`src/rtl/core/cdcema_pkg.sv`:
```
package cdcema_pkg;

  // Field and register widths.
  localparam int VALUE_BITS  = 40;
  localparam int STATUS_BITS = 8;
  localparam int ALPHA_BITS  = 17;
  localparam int OFFSET_BITS = 24;
  localparam int GAIN_BITS   = 31;
  localparam int CFG_IDX_BITS  = 3;
  localparam int CFG_DATA_BITS = 32;

  // Binary point positions of the gain and smoothing weight products.
  localparam int GAIN_SHIFT  = 30;
  localparam int ALPHA_SHIFT = 16;

  // Smoothing weight of 1.0 in Q1.16.
  localparam logic [ALPHA_BITS-1:0] ALPHA_ONE = 17'd65536;
  localparam logic [ALPHA_BITS-1:0] ALPHA_MIN = 17'd1;

  // Register values after reset.
  localparam logic [ALPHA_BITS-1:0]  ALPHA_RST       = 17'd65536;
  localparam logic [OFFSET_BITS-1:0] CUR_OFFSET_RST  = -24'sd55026;
  localparam logic [GAIN_BITS-1:0]   CUR_GAIN_RST    = 31'd1074514489;
  localparam logic [OFFSET_BITS-1:0] VOLT_OFFSET_RST = 24'sd325662;
  localparam logic [GAIN_BITS-1:0]   VOLT_GAIN_RST   = 31'd1077274435;

  // Configuration register indexes.
  typedef enum logic [CFG_IDX_BITS-1:0] {
    CFG_ALPHA       = 3'd0,
    CFG_CUR_OFFSET  = 3'd1,
    CFG_CUR_GAIN    = 3'd2,
    CFG_VOLT_OFFSET = 3'd3,
    CFG_VOLT_GAIN   = 3'd4
  } cfg_reg_e;

  // One input request.
  typedef struct packed {
    logic                   path_select;
    logic [VALUE_BITS-1:0]  raw_sense_voltage;
    logic [VALUE_BITS-1:0]  raw_load_voltage;
    logic [STATUS_BITS-1:0] sense_adc_status;
    logic [STATUS_BITS-1:0] load_adc_status;
  } in_req_t;

  // One output request.
  typedef struct packed {
    logic [VALUE_BITS-1:0]  filtered_sense_voltage;
    logic [VALUE_BITS-1:0]  filtered_current;
    logic [VALUE_BITS-1:0]  filtered_raw_load;
    logic [VALUE_BITS-1:0]  filtered_load_voltage;
    logic [STATUS_BITS-1:0] sense_status_out;
    logic [STATUS_BITS-1:0] load_status_out;
  } out_req_t;

endpackage

```
`src/rtl/core/calibrated_dual_channel_ema_filter.sv`:
```
// Channel   Direction  Handshake                 Payload
// in        input      in_valid_i / in_ready_o   in_req_i  (cdcema_pkg::in_req_t)
// out       output     out_valid_o / out_ready_i out_req_o (cdcema_pkg::out_req_t)
// cfg       input      cfg_valid_i / cfg_ready_o cfg_index_i, cfg_data_i
//
// A request is taken only when idle, so the next one waits until this one commits; the
// internal path skips the gain products and a reload skips the smoothing product. The three
// lanes each have a bit-serial multiplier: 31 steps per gain product, 17 per smoothing one.
// A finished result waits in the output register; the next request is taken meanwhile
// and stalls only at its final commit until the output is free.
// Reset empties the filter and loads the register defaults; cfg is always ready.
module calibrated_dual_channel_ema_filter (
  input  logic                                     clk_i,
  input  logic                                     rst_ni,
  input  logic                                     in_valid_i,
  output logic                                     in_ready_o,
  input  cdcema_pkg::in_req_t                      in_req_i,
  output logic                                     out_valid_o,
  input  logic                                     out_ready_i,
  output cdcema_pkg::out_req_t                     out_req_o,
  input  logic                                     cfg_valid_i,
  output logic                                     cfg_ready_o,
  input  logic [cdcema_pkg::CFG_IDX_BITS-1:0]      cfg_index_i,
  input  logic [cdcema_pkg::CFG_DATA_BITS-1:0]     cfg_data_i
);

  localparam int W         = cdcema_pkg::VALUE_BITS;
  localparam int SB        = cdcema_pkg::STATUS_BITS;
  localparam int AB        = cdcema_pkg::ALPHA_BITS;
  localparam int OB        = cdcema_pkg::OFFSET_BITS;
  localparam int GB        = cdcema_pkg::GAIN_BITS;
  localparam int LANES     = 3;
  localparam int CNT_BITS  = $clog2(cdcema_pkg::GAIN_SHIFT + 1);

  localparam logic [CNT_BITS-1:0] CAL_LAST = CNT_BITS'(cdcema_pkg::GAIN_SHIFT);
  localparam logic [CNT_BITS-1:0] FIL_LAST = CNT_BITS'(cdcema_pkg::ALPHA_SHIFT);

  localparam logic [W-1:0]   VMAX    = {1'b0, {(W-1){1'b1}}};
  localparam logic [W-1:0]   VMIN    = {1'b1, {(W-1){1'b0}}};
  localparam logic [W+1:0]   POS_LIM = {3'b000, {(W-1){1'b1}}};
  localparam logic [W+1:0]   NEG_LIM = {3'b001, {(W-1){1'b0}}};

  // Sequencer states.
  localparam logic [2:0] ST_IDLE   = 3'd0;
  localparam logic [2:0] ST_PREP   = 3'd1;
  localparam logic [2:0] ST_ABS    = 3'd2;
  localparam logic [2:0] ST_MUL    = 3'd3;
  localparam logic [2:0] ST_SAT    = 3'd4;
  localparam logic [2:0] ST_DIFF   = 3'd5;
  localparam logic [2:0] ST_UPD    = 3'd6;
  localparam logic [2:0] ST_COMMIT = 3'd7;

  // Lane 0 carries the sense voltage, lane 1 the raw load, lane 2 the
  // calibrated load. The current is identical to lane 0 at every step.
  localparam int LN_SENSE = 0;
  localparam int LN_RAW   = 1;
  localparam int LN_LOAD  = 2;

  // Control state.
  logic [2:0]          state_q, state_d;
  logic                phase_q, phase_d;
  logic [CNT_BITS-1:0] cnt_q, cnt_d;
  logic                loaded_q, loaded_d;
  logic                held_path_q, held_path_d;
  logic                out_valid_q, out_valid_d;

  // Configuration registers.
  logic [AB-1:0] alpha_q;
  logic [OB-1:0] cur_off_q;
  logic [GB-1:0] cur_gain_q;
  logic [OB-1:0] volt_off_q;
  logic [GB-1:0] volt_gain_q;

  // Captured request.
  logic          path_q, path_d;
  logic [W-1:0]  rs_q, rs_d;
  logic [W-1:0]  rl_q, rl_d;
  logic [SB-1:0] sts_s_q, sts_s_d;
  logic [SB-1:0] sts_l_q, sts_l_d;

  // Lane datapath.
  logic [W:0]    val_q  [LANES];
  logic [W:0]    val_d  [LANES];
  logic [W:0]    mag_q  [LANES];
  logic [W:0]    mag_d  [LANES];
  logic          neg_q  [LANES];
  logic          neg_d  [LANES];
  logic [W:0]    acc_q  [LANES];
  logic [W:0]    acc_d  [LANES];
  logic          low_q  [LANES];
  logic          low_d  [LANES];
  logic [GB-1:0] coef_q [LANES];
  logic [GB-1:0] coef_d [LANES];
  logic [W-1:0]  x_q    [LANES];
  logic [W-1:0]  x_d    [LANES];
  logic [W-1:0]  step_q [LANES];
  logic [W-1:0]  step_d [LANES];
  logic [W-1:0]  res_q  [LANES];
  logic [W-1:0]  res_d  [LANES];
  logic [W-1:0]  y_q    [LANES];
  logic [W-1:0]  y_d    [LANES];

  cdcema_pkg::out_req_t out_req_q, out_req_d;

  // Combinational helpers.
  logic [AB-1:0] alpha_eff;
  logic [W+1:0]  sum      [LANES];
  logic [W+1:0]  prod     [LANES];
  logic [W-1:0]  sat      [LANES];
  logic [W:0]    upd      [LANES];
  logic [W:0]    off_s_ext;
  logic [W:0]    off_l_ext;
  logic          reload;
  logic          commit;

  assign in_ready_o  = (state_q == ST_IDLE);
  assign cfg_ready_o = 1'b1;
  assign out_valid_o = out_valid_q;
  assign out_req_o   = out_req_q;

  // Smoothing weight limited to the range 1 .. 1.0.
  always_comb begin
    if (alpha_q == '0) begin
      alpha_eff = cdcema_pkg::ALPHA_MIN;
    end else if (alpha_q > cdcema_pkg::ALPHA_ONE) begin
      alpha_eff = cdcema_pkg::ALPHA_ONE;
    end else begin
      alpha_eff = alpha_q;
    end
  end

  assign off_s_ext = {{(W+1-OB){cur_off_q[OB-1]}}, cur_off_q};
  assign off_l_ext = {{(W+1-OB){volt_off_q[OB-1]}}, volt_off_q};
  assign reload    = !loaded_q || (path_q != held_path_q);
  assign commit    = (state_q == ST_COMMIT) && (!out_valid_q || out_ready_i);

  // Per-lane multiplier step, saturation and smoothing update.
  always_comb begin
    for (int l = 0; l < LANES; l++) begin
      sum[l]  = {1'b0, acc_q[l]} + (coef_q[l][0] ? {1'b0, mag_q[l]} : '0);
      prod[l] = {acc_q[l], low_q[l]};
      if (!neg_q[l]) begin
        sat[l] = (prod[l] > POS_LIM) ? VMAX : prod[l][W-1:0];
      end else begin
        sat[l] = (prod[l] > NEG_LIM) ? VMIN : (~prod[l][W-1:0] + 1'b1);
      end
      upd[l] = {y_q[l][W-1], y_q[l]} + {step_q[l][W-1], step_q[l]};
    end
  end

  // Sequencer and datapath next state.
  always_comb begin
    state_d     = state_q;
    phase_d     = phase_q;
    cnt_d       = cnt_q;
    loaded_d    = loaded_q;
    held_path_d = held_path_q;
    out_valid_d = out_valid_q;
    path_d      = path_q;
    rs_d        = rs_q;
    rl_d        = rl_q;
    sts_s_d     = sts_s_q;
    sts_l_d     = sts_l_q;
    out_req_d   = out_req_q;
    for (int l = 0; l < LANES; l++) begin
      val_d[l]  = val_q[l];
      mag_d[l]  = mag_q[l];
      neg_d[l]  = neg_q[l];
      acc_d[l]  = acc_q[l];
      low_d[l]  = low_q[l];
      coef_d[l] = coef_q[l];
      x_d[l]    = x_q[l];
      step_d[l] = step_q[l];
      res_d[l]  = res_q[l];
      y_d[l]    = y_q[l];
    end

    // The output register drains independently of the sequencer.
    if (out_valid_q && out_ready_i) begin
      out_valid_d = 1'b0;
    end

    unique case (state_q)
      ST_IDLE: begin
        if (in_valid_i) begin
          path_d  = in_req_i.path_select;
          rs_d    = in_req_i.raw_sense_voltage;
          rl_d    = in_req_i.raw_load_voltage;
          sts_s_d = in_req_i.sense_adc_status;
          sts_l_d = in_req_i.load_adc_status;
          state_d = ST_PREP;
        end
      end
      ST_PREP: begin
        x_d[LN_RAW] = rl_q;
        if (!path_q) begin
          // External path: remove the zero offsets, then scale by the gains.
          val_d[LN_SENSE]  = {rs_q[W-1], rs_q} - off_s_ext;
          val_d[LN_RAW]    = {rl_q[W-1], rl_q};
          val_d[LN_LOAD]   = {rl_q[W-1], rl_q} - off_l_ext;
          coef_d[LN_SENSE] = cur_gain_q;
          coef_d[LN_RAW]   = '0;
          coef_d[LN_LOAD]  = volt_gain_q;
          phase_d          = 1'b0;
          state_d          = ST_ABS;
        end else begin
          // Internal path: sense passes, load is negated with saturation.
          x_d[LN_SENSE] = rs_q;
          x_d[LN_LOAD]  = (rl_q == VMIN) ? VMAX : (~rl_q + 1'b1);
          state_d       = ST_DIFF;
        end
      end
      ST_ABS: begin
        for (int l = 0; l < LANES; l++) begin
          neg_d[l] = val_q[l][W];
          mag_d[l] = val_q[l][W] ? (~val_q[l] + 1'b1) : val_q[l];
          acc_d[l] = '0;
          low_d[l] = 1'b0;
        end
        cnt_d   = '0;
        state_d = ST_MUL;
      end
      ST_MUL: begin
        // One coefficient bit per cycle, least significant first.
        for (int l = 0; l < LANES; l++) begin
          acc_d[l]  = sum[l][W+1:1];
          low_d[l]  = sum[l][0];
          coef_d[l] = coef_q[l] >> 1;
        end
        cnt_d = cnt_q + 1'b1;
        if (cnt_q == (phase_q ? FIL_LAST : CAL_LAST)) begin
          state_d = ST_SAT;
        end
      end
      ST_SAT: begin
        if (!phase_q) begin
          x_d[LN_SENSE] = sat[LN_SENSE];
          x_d[LN_LOAD]  = sat[LN_LOAD];
          state_d       = ST_DIFF;
        end else begin
          for (int l = 0; l < LANES; l++) begin
            step_d[l] = sat[l];
          end
          state_d = ST_UPD;
        end
      end
      ST_DIFF: begin
        if (reload) begin
          for (int l = 0; l < LANES; l++) begin
            res_d[l] = x_q[l];
          end
          state_d = ST_COMMIT;
        end else begin
          for (int l = 0; l < LANES; l++) begin
            val_d[l]  = {x_q[l][W-1], x_q[l]} - {y_q[l][W-1], y_q[l]};
            coef_d[l] = GB'(alpha_eff);
          end
          phase_d = 1'b1;
          state_d = ST_ABS;
        end
      end
      ST_UPD: begin
        // Add the step and clamp to the field range on overflow.
        for (int l = 0; l < LANES; l++) begin
          if (upd[l][W] != upd[l][W-1]) begin
            res_d[l] = upd[l][W] ? VMIN : VMAX;
          end else begin
            res_d[l] = upd[l][W-1:0];
          end
        end
        state_d = ST_COMMIT;
      end
      ST_COMMIT: begin
        if (commit) begin
          for (int l = 0; l < LANES; l++) begin
            y_d[l] = res_q[l];
          end
          loaded_d    = 1'b1;
          held_path_d = path_q;
          out_valid_d = 1'b1;
          out_req_d.filtered_sense_voltage = res_q[LN_SENSE];
          out_req_d.filtered_current       = res_q[LN_SENSE];
          out_req_d.filtered_raw_load      = res_q[LN_RAW];
          out_req_d.filtered_load_voltage  = res_q[LN_LOAD];
          out_req_d.sense_status_out       = sts_s_q;
          out_req_d.load_status_out        = sts_l_q;
          state_d = ST_IDLE;
        end
      end
    endcase
  end

  // Control registers.
  always_ff @(posedge clk_i or negedge rst_ni) begin
    if (!rst_ni) begin
      state_q     <= ST_IDLE;
      phase_q     <= 1'b0;
      cnt_q       <= '0;
      loaded_q    <= 1'b0;
      held_path_q <= 1'b0;
      out_valid_q <= 1'b0;
    end else begin
      state_q     <= state_d;
      phase_q     <= phase_d;
      cnt_q       <= cnt_d;
      loaded_q    <= loaded_d;
      held_path_q <= held_path_d;
      out_valid_q <= out_valid_d;
    end
  end

  // Configuration registers.
  always_ff @(posedge clk_i or negedge rst_ni) begin
    if (!rst_ni) begin
      alpha_q     <= cdcema_pkg::ALPHA_RST;
      cur_off_q   <= cdcema_pkg::CUR_OFFSET_RST;
      cur_gain_q  <= cdcema_pkg::CUR_GAIN_RST;
      volt_off_q  <= cdcema_pkg::VOLT_OFFSET_RST;
      volt_gain_q <= cdcema_pkg::VOLT_GAIN_RST;
    end else if (cfg_valid_i && cfg_ready_o) begin
      unique case (cfg_index_i)
        cdcema_pkg::CFG_ALPHA:       alpha_q     <= cfg_data_i[AB-1:0];
        cdcema_pkg::CFG_CUR_OFFSET:  cur_off_q   <= cfg_data_i[OB-1:0];
        cdcema_pkg::CFG_CUR_GAIN:    cur_gain_q  <= cfg_data_i[GB-1:0];
        cdcema_pkg::CFG_VOLT_OFFSET: volt_off_q  <= cfg_data_i[OB-1:0];
        cdcema_pkg::CFG_VOLT_GAIN:   volt_gain_q <= cfg_data_i[GB-1:0];
        default: begin
        end
      endcase
    end
  end

  // Payload and datapath registers.
  always_ff @(posedge clk_i) begin
    path_q    <= path_d;
    rs_q      <= rs_d;
    rl_q      <= rl_d;
    sts_s_q   <= sts_s_d;
    sts_l_q   <= sts_l_d;
    out_req_q <= out_req_d;
    for (int l = 0; l < LANES; l++) begin
      val_q[l]  <= val_d[l];
      mag_q[l]  <= mag_d[l];
      neg_q[l]  <= neg_d[l];
      acc_q[l]  <= acc_d[l];
      low_q[l]  <= low_d[l];
      coef_q[l] <= coef_d[l];
      x_q[l]    <= x_d[l];
      step_q[l] <= step_d[l];
      res_q[l]  <= res_d[l];
      y_q[l]    <= y_d[l];
    end
  end

endmodule
```
`config.mk`:
```
export PLATFORM = sky130hd
export DESIGN_NAME = calibrated_dual_channel_ema_filter
export DESIGN_NICKNAME = d
export VERILOG_FILES = /design/src/rtl/core/cdcema_pkg.sv /design/src/rtl/core/calibrated_dual_channel_ema_filter.sv
export SDC_FILE = /design/constraint.sdc
export NUM_CORES = 2
export LEC_CHECK = 0
export BUFFER_PORTS_ARGS = -buffer_cell sky130_fd_sc_hd__buf_2
export CAP_MARGIN = 20
export CORE_MARGIN = 1
export CORE_UTILIZATION = 40
export CTS_CLUSTER_SIZE = 8
export DETAILED_ROUTE_END_ITERATION = 6
export PLACE_DENSITY = 0.57
export SYNTH_ARGS = -nofsm -noshare
export SYNTH_HDL_FRONTEND = slang
export SYNTH_SLANG_ARGS = --single-unit
```
`constraint.sdc`:
```
create_clock -name clk_i -period 33.6 [get_ports clk_i]
set_input_delay 1.68 -clock clk_i [delete_from_list [all_inputs] [get_ports clk_i]]
set_output_delay 1.68 -clock clk_i [all_outputs]
set_load 0.05 [all_outputs]
```
# Word level (Yosys, flattened, before mapping)
# Memory sizes are Yosys's and may differ from the RTL's.
# Index checks and enable logic that the tools add are counted.
totals:
  mem_count: 10
  ff_bits: 372
  latch_bits: 0
  rom_bits: 0
  ram_bits: 948
  out_inout_bits: 179
  word_cells: 168
memory_table:
  columns: ["name", "depth", "word_bits", "read_ports", "rd_ports_with_merged_regs", "wr", "line_no", "rtl"]
  rows:
  - ["acc_q", 3, 41, 3, 0, 3, "calibrated_dual_channel_ema_filter.sv:88", "logic [W:0] acc_q [LANES];"]
  - ["mag_q", 3, 41, 3, 0, 3, "calibrated_dual_channel_ema_filter.sv:84", "logic [W:0] mag_q [LANES];"]
  - ["val_q", 3, 41, 3, 0, 3, "calibrated_dual_channel_ema_filter.sv:82", "logic [W:0] val_q [LANES];"]
  - ["res_q", 3, 40, 3, 0, 3, "calibrated_dual_channel_ema_filter.sv:98", "logic [W-1:0] res_q [LANES];"]
  - ["step_q", 3, 40, 3, 0, 3, "calibrated_dual_channel_ema_filter.sv:96", "logic [W-1:0] step_q [LANES];"]
  - ["x_q", 3, 40, 3, 0, 3, "calibrated_dual_channel_ema_filter.sv:94", "logic [W-1:0] x_q [LANES];"]
  - ["+4 memories", null, null, null, null, null, null, null]
op_classes:
  n_lt_le_gt_ge: 7
  shift: 0
  div: 0
  n_bitwise: 7
  reduce_logical: 20
  multipliers: 0
  eq_ne: 22
  add_sub_neg: 19
  mux: 62
op_table:
  columns: ["cell", "count"]
  rows:
  - ["two-way mux 40 bit", 21]
  - ["two-way mux 120 bit", 5]
  - ["one-hot mux 123 bit (2 select lines)", 2]
  - ["two-way mux 123 bit", 3]
  - ["one-hot mux 93 bit (3 select lines)", 1]
  - ["two-way mux 41 bit", 6]
  - ["one-hot mux 120 bit (2 select lines)", 1]
  - ["two-way mux 93 bit", 2]
  - ["adder 40 x 1 -> 40 bit, second input constant", 4]
  - ["NOT 40 bit", 4]
  - ["one-hot mux 40 bit (2 select lines)", 2]
  - ["adder 41 x 41 -> 42 bit", 3]
  - ["greater-than comparator 42 x 39 -> 1 bit, second input constant", 3]
  - ["greater-than comparator 42 x 40 -> 1 bit, second input constant", 3]
  - ["adder 40 x 40 -> 41 bit", 3]
  - ["adder 41 x 1 -> 41 bit, second input constant", 3]
  - ["NOT 41 bit", 3]
  - ["subtractor 40 x 40 -> 41 bit", 3]
  - ["subtractor 40 x 24 -> 41 bit", 2]
  - ["equality test 40 bit, second input constant", 1]
  - ["two-way mux 17 bit", 2]
  - ["one-hot mux 3 bit (8 select lines)", 1]
  - ["two-way mux 3 bit", 6]
  - ["greater-than comparator 17 bit, second input constant", 1]
  - ["21 further kinds", 52]

# Depth between registers and ports, before layout
# An unclocked memory read counts as a cell.
depth:
  word_depth: 7
  ltp_mapped: 18

# Worst setup path before layout
# Ideal clock, no wire load.
synth_path:
  path_type: "register -> register"
  start: "register, netlist name state_q[2]"
  end: "memory val_q[0][0] in the netlist's numbering, enable pin"
  t_arrival_ns: 9.956
  path_slack_ns: 22.842
  path_buffers: 2
  stages_incl_launch_ff: 5
  required_ns: 32.798
  synth_period_minus_slack_ns: 10.758
  path_cell_list: "dfrtp_1 clkbuf_1 clkbuf_1 nand3_1 a221oi_1"
synth_lines:
  columns: ["item", "line_no"]
  rows:
  - ["end: declaration", "calibrated_dual_channel_ema_filter.sv:82"]

==> impl_results.md <==
* Initial antenna violation count at 11
* CTS tree: done
* Post-Syn Nets at between 7000 and 8000
* Critical path arrival at 6.81 ns
* Chip Width at 429.6 um
* Layout cells sized above 1 at 0.1242
* RSZ-0062 raised after global routing: no
* Post-CTS sizing at 0
* Slew Viols, Final at 0
* Chip height at between 400 and 500 um
* Gr ovfl total at 0
* I/O Pins at around 320
* Crit path max fanout at 17
* DP HPWL at ~180 mm
* Area of the multi-input gates at roughly 36000 um^2
* CP endpoint kind: flop
* Worst min path class: reg -> reg
* Core area at approximately 180000 um^2
* Post-synth EDFFs at 1047
* CTS Sinks at 1186
* Top cells by area, synth: edfxtp_1 43%, ha_1 7.8%, xnor2_1 4.0%, a21oi_1 3.4%, o21ai_0 3.3%
* Port bufs at around 310
* Setup bufs post-CTS at 0
* Reg2reg setup slack at approximately 27 ns
* Fin worst setup slack at roughly 27 ns
* #FFs+latches synth at 1186
* Clock root buffer master: clkbuf_16
* Crit Path Class: reg -> reg
* Pleak at about 0.032 uW
* Yosys top cell area share at 0.4298
* Clk_lat worst skew at a little over 0.8 ns
* Routed vias at ~57000
* Most frequent cell after synthesis: edfxtp_1
* Pin count of the biggest net entering global routing at 78
* CTS buffer count at 170
* Router iterations before antenna repair at 6
* Max-cap violations at 0
* GP Congestion at 0.9504
* H-tree Lvls at 4
* Layout area overhead at 12.54%
* Synth cell count leaders: 1047 x edfxtp_1, 500 x nand2_1, 494 x a21oi_1
* DR vias/cell at between 5 and 6
* GRT Overall Usage at 0.2498
* Synth warnings at 0
* Clock-pin slew on the worst setup and hold paths at around 0.05 ns
* Hold Buf Count CTS at 0
* Pwr/cell area at approximately 100 nW/um^2
* Drt total wl at approximately 240 mm
* Final setup skew at about 0.035 ns
* Area of the mapped netlist at approximately 73000 um^2
* Syn Inst Count at between 6000 and 7000
* Min Clock Period, post-route at between 6 and 7 ns
* Syn avg cell area at 10.54 um^2
* Die Footprint at ~180000 um^2
* Main synth FF type: edfxtp_1
* Area leader, netlist: edfxtp_1
* First-pass GRT wire length at 347.0 mm
* FF/Latch Area at about 35000 um^2
* Worst Setup SP: acc_q[0][4]
* Delay-heaviest family, CP: simple AND/OR/NAND/NOR gates
* Max Clk Rate at approximately 160 MHz
* CP max stage delay at 1.14 ns
* Slew HR at 0.1910
* Placed instance area at 77360 um^2
* Crit path launch type: flop
* CTS Buffer Depth at 3
* Peak VDD IR at roughly 0.065 mV
* Final #Nets at approximately 7800
* WP data required at 34.27 ns
* Iter 0 DRT Violations at between 4000 and 5000
* Critical path buffer and inverter count at 0
* Final Hold Fails at 0
* Cell Chain, Critical Path: nor4_2 -> nand4_1 -> nor3b_2 -> nand2b_1 -> or3_1 -> a211oi_4 -> nand2_1 -> o311ai_0 -> mux2_2
* Synth unique cells at ~90
* Num rows at between 150 and 200
* Tightest Pin Transition at 1.183 ns
* Slowest CP cell: o311ai_0
* Status: completed
* Final ANT Viol Nets at 0
* Number of diodes at 0
* Place WS at around 28 ns
* Sum of negative setup slack at 0 ns
* FILL cells at 17004
* Initial Util at 0.4039
* Vias in the first global route at roughly 54000
* Fin area at around 82000 um^2
* Period utilisation layout at 0.1829
* Endpoints failing setup at 0
* HP Start: sts_s_q[5]
* # DRC at 0
* Register area share after synthesis at 0.4782
* Per-cell routed wire length at 24.49 um
* Asr flop ratio synth at 0.1172
* R2r startpoint: acc_q[0][4]
sequential cells by signal (all words and copies together) (netlist names), 40 cells and up:
name and cells:
x_q 120, rs_q 40, out_req_o 134, res_q 120
acc_q 123, coef_q 79, step_q 120, rl_q 40
mag_q 123, val_q 123
kinds of logic after synthesis:
family,after synthesis,synth area share
and+or+nand+nor,1886,0.1284
other,1,0.00005126
DFF,1186,0.4782
adders and majority gates,466,0.08083
AOI/OAI and AO/OA,2123,0.1943
buffers and inverters,613,0.03363
muxes,160,0.02425
xor gates and xnor gates,504,0.06034
final cells by class:
class	count	share of cell area
Clock buffer	241	0.05491
Multi-Input combinational cell	5140	0.4364
Timing Repair Buffer	414	0.02868
Tap cell	2370	0.03602
Sequential cell	1186	0.4249
Inverter	316	0.01447
Clock inverter	22	0.004605
worst paths after layout:
kind                                  end  cells past startpoint
max                            x_q[0][14]                      9
max in group asynchronous        cnt_q[3]                      2
min reg2reg                 out_req_o[13]                      0
min                         out_req_o[13]                      0
max reg2reg                    x_q[0][14]                      9
min in group asynchronous  cur_gain_q[13]                      1
where the power goes:
part           internal (uW)  total [uW]  switching (uW)
Sequential              2340        2690             349
Clock                    946        1620             676
Combinational           1390        3910            2520
Total                   4670        8220            3550
per-layer routing:
metal / up-vias / wire length [um] / global-route usage
met1: 27928 / 106500 / 0.3438
met4: 8 / 9045 / 0.09315
met5: - / 53 / 0
li1: 26771 / - / -
met2: 1785 / 108300 / 0.3980
met3: 400 / 13370 / 0.03592
cells in the final DEF (no fill, tap or decap), types with 60 or more instances in the layout:
master and n:
nand3_1 90, o31ai_1 67, nor2b_1 70, xnor2_1 330
a21oi_1 494, a21o_1 276, and2_1 170, mux2_2 138
inv_1 313, edfxtp_1 1047, nand4_1 66, nor2_1 419
ha_1 455, buf_2 313, o211ai_1 71, or3_1 71
nand2b_1 96, clkbuf_1 71, xor2_1 174, a211oi_1 60
o21a_1 91, dfrtp_1 88, buf_4 95, nor3_1 142
clkbuf_16 170, o21ai_0 474, nand2_1 499
metrics by stage:
| stage | std cells | total power [uW] | util | hold slack, ns |
|---|---|---|---|---|
| after detailed placement | 9421 | 6563 | 0.4271 | 0.4045 |
| after global routing | 9689 | 8702 | 0.4545 | 0.4144 |
| after global placement | 9419 | 6522 | 0.4270 | 0.4003 |
| after floorplan | 6939 | 5435 | - | 0.4003 |
| final | 9689 | 8218 | 0.4545 | 0.3992 |
| after CTS | 9684 | 8226 | 0.4541 | 0.4054 |
No activity file was read; power rests on OpenSTA's default activity.
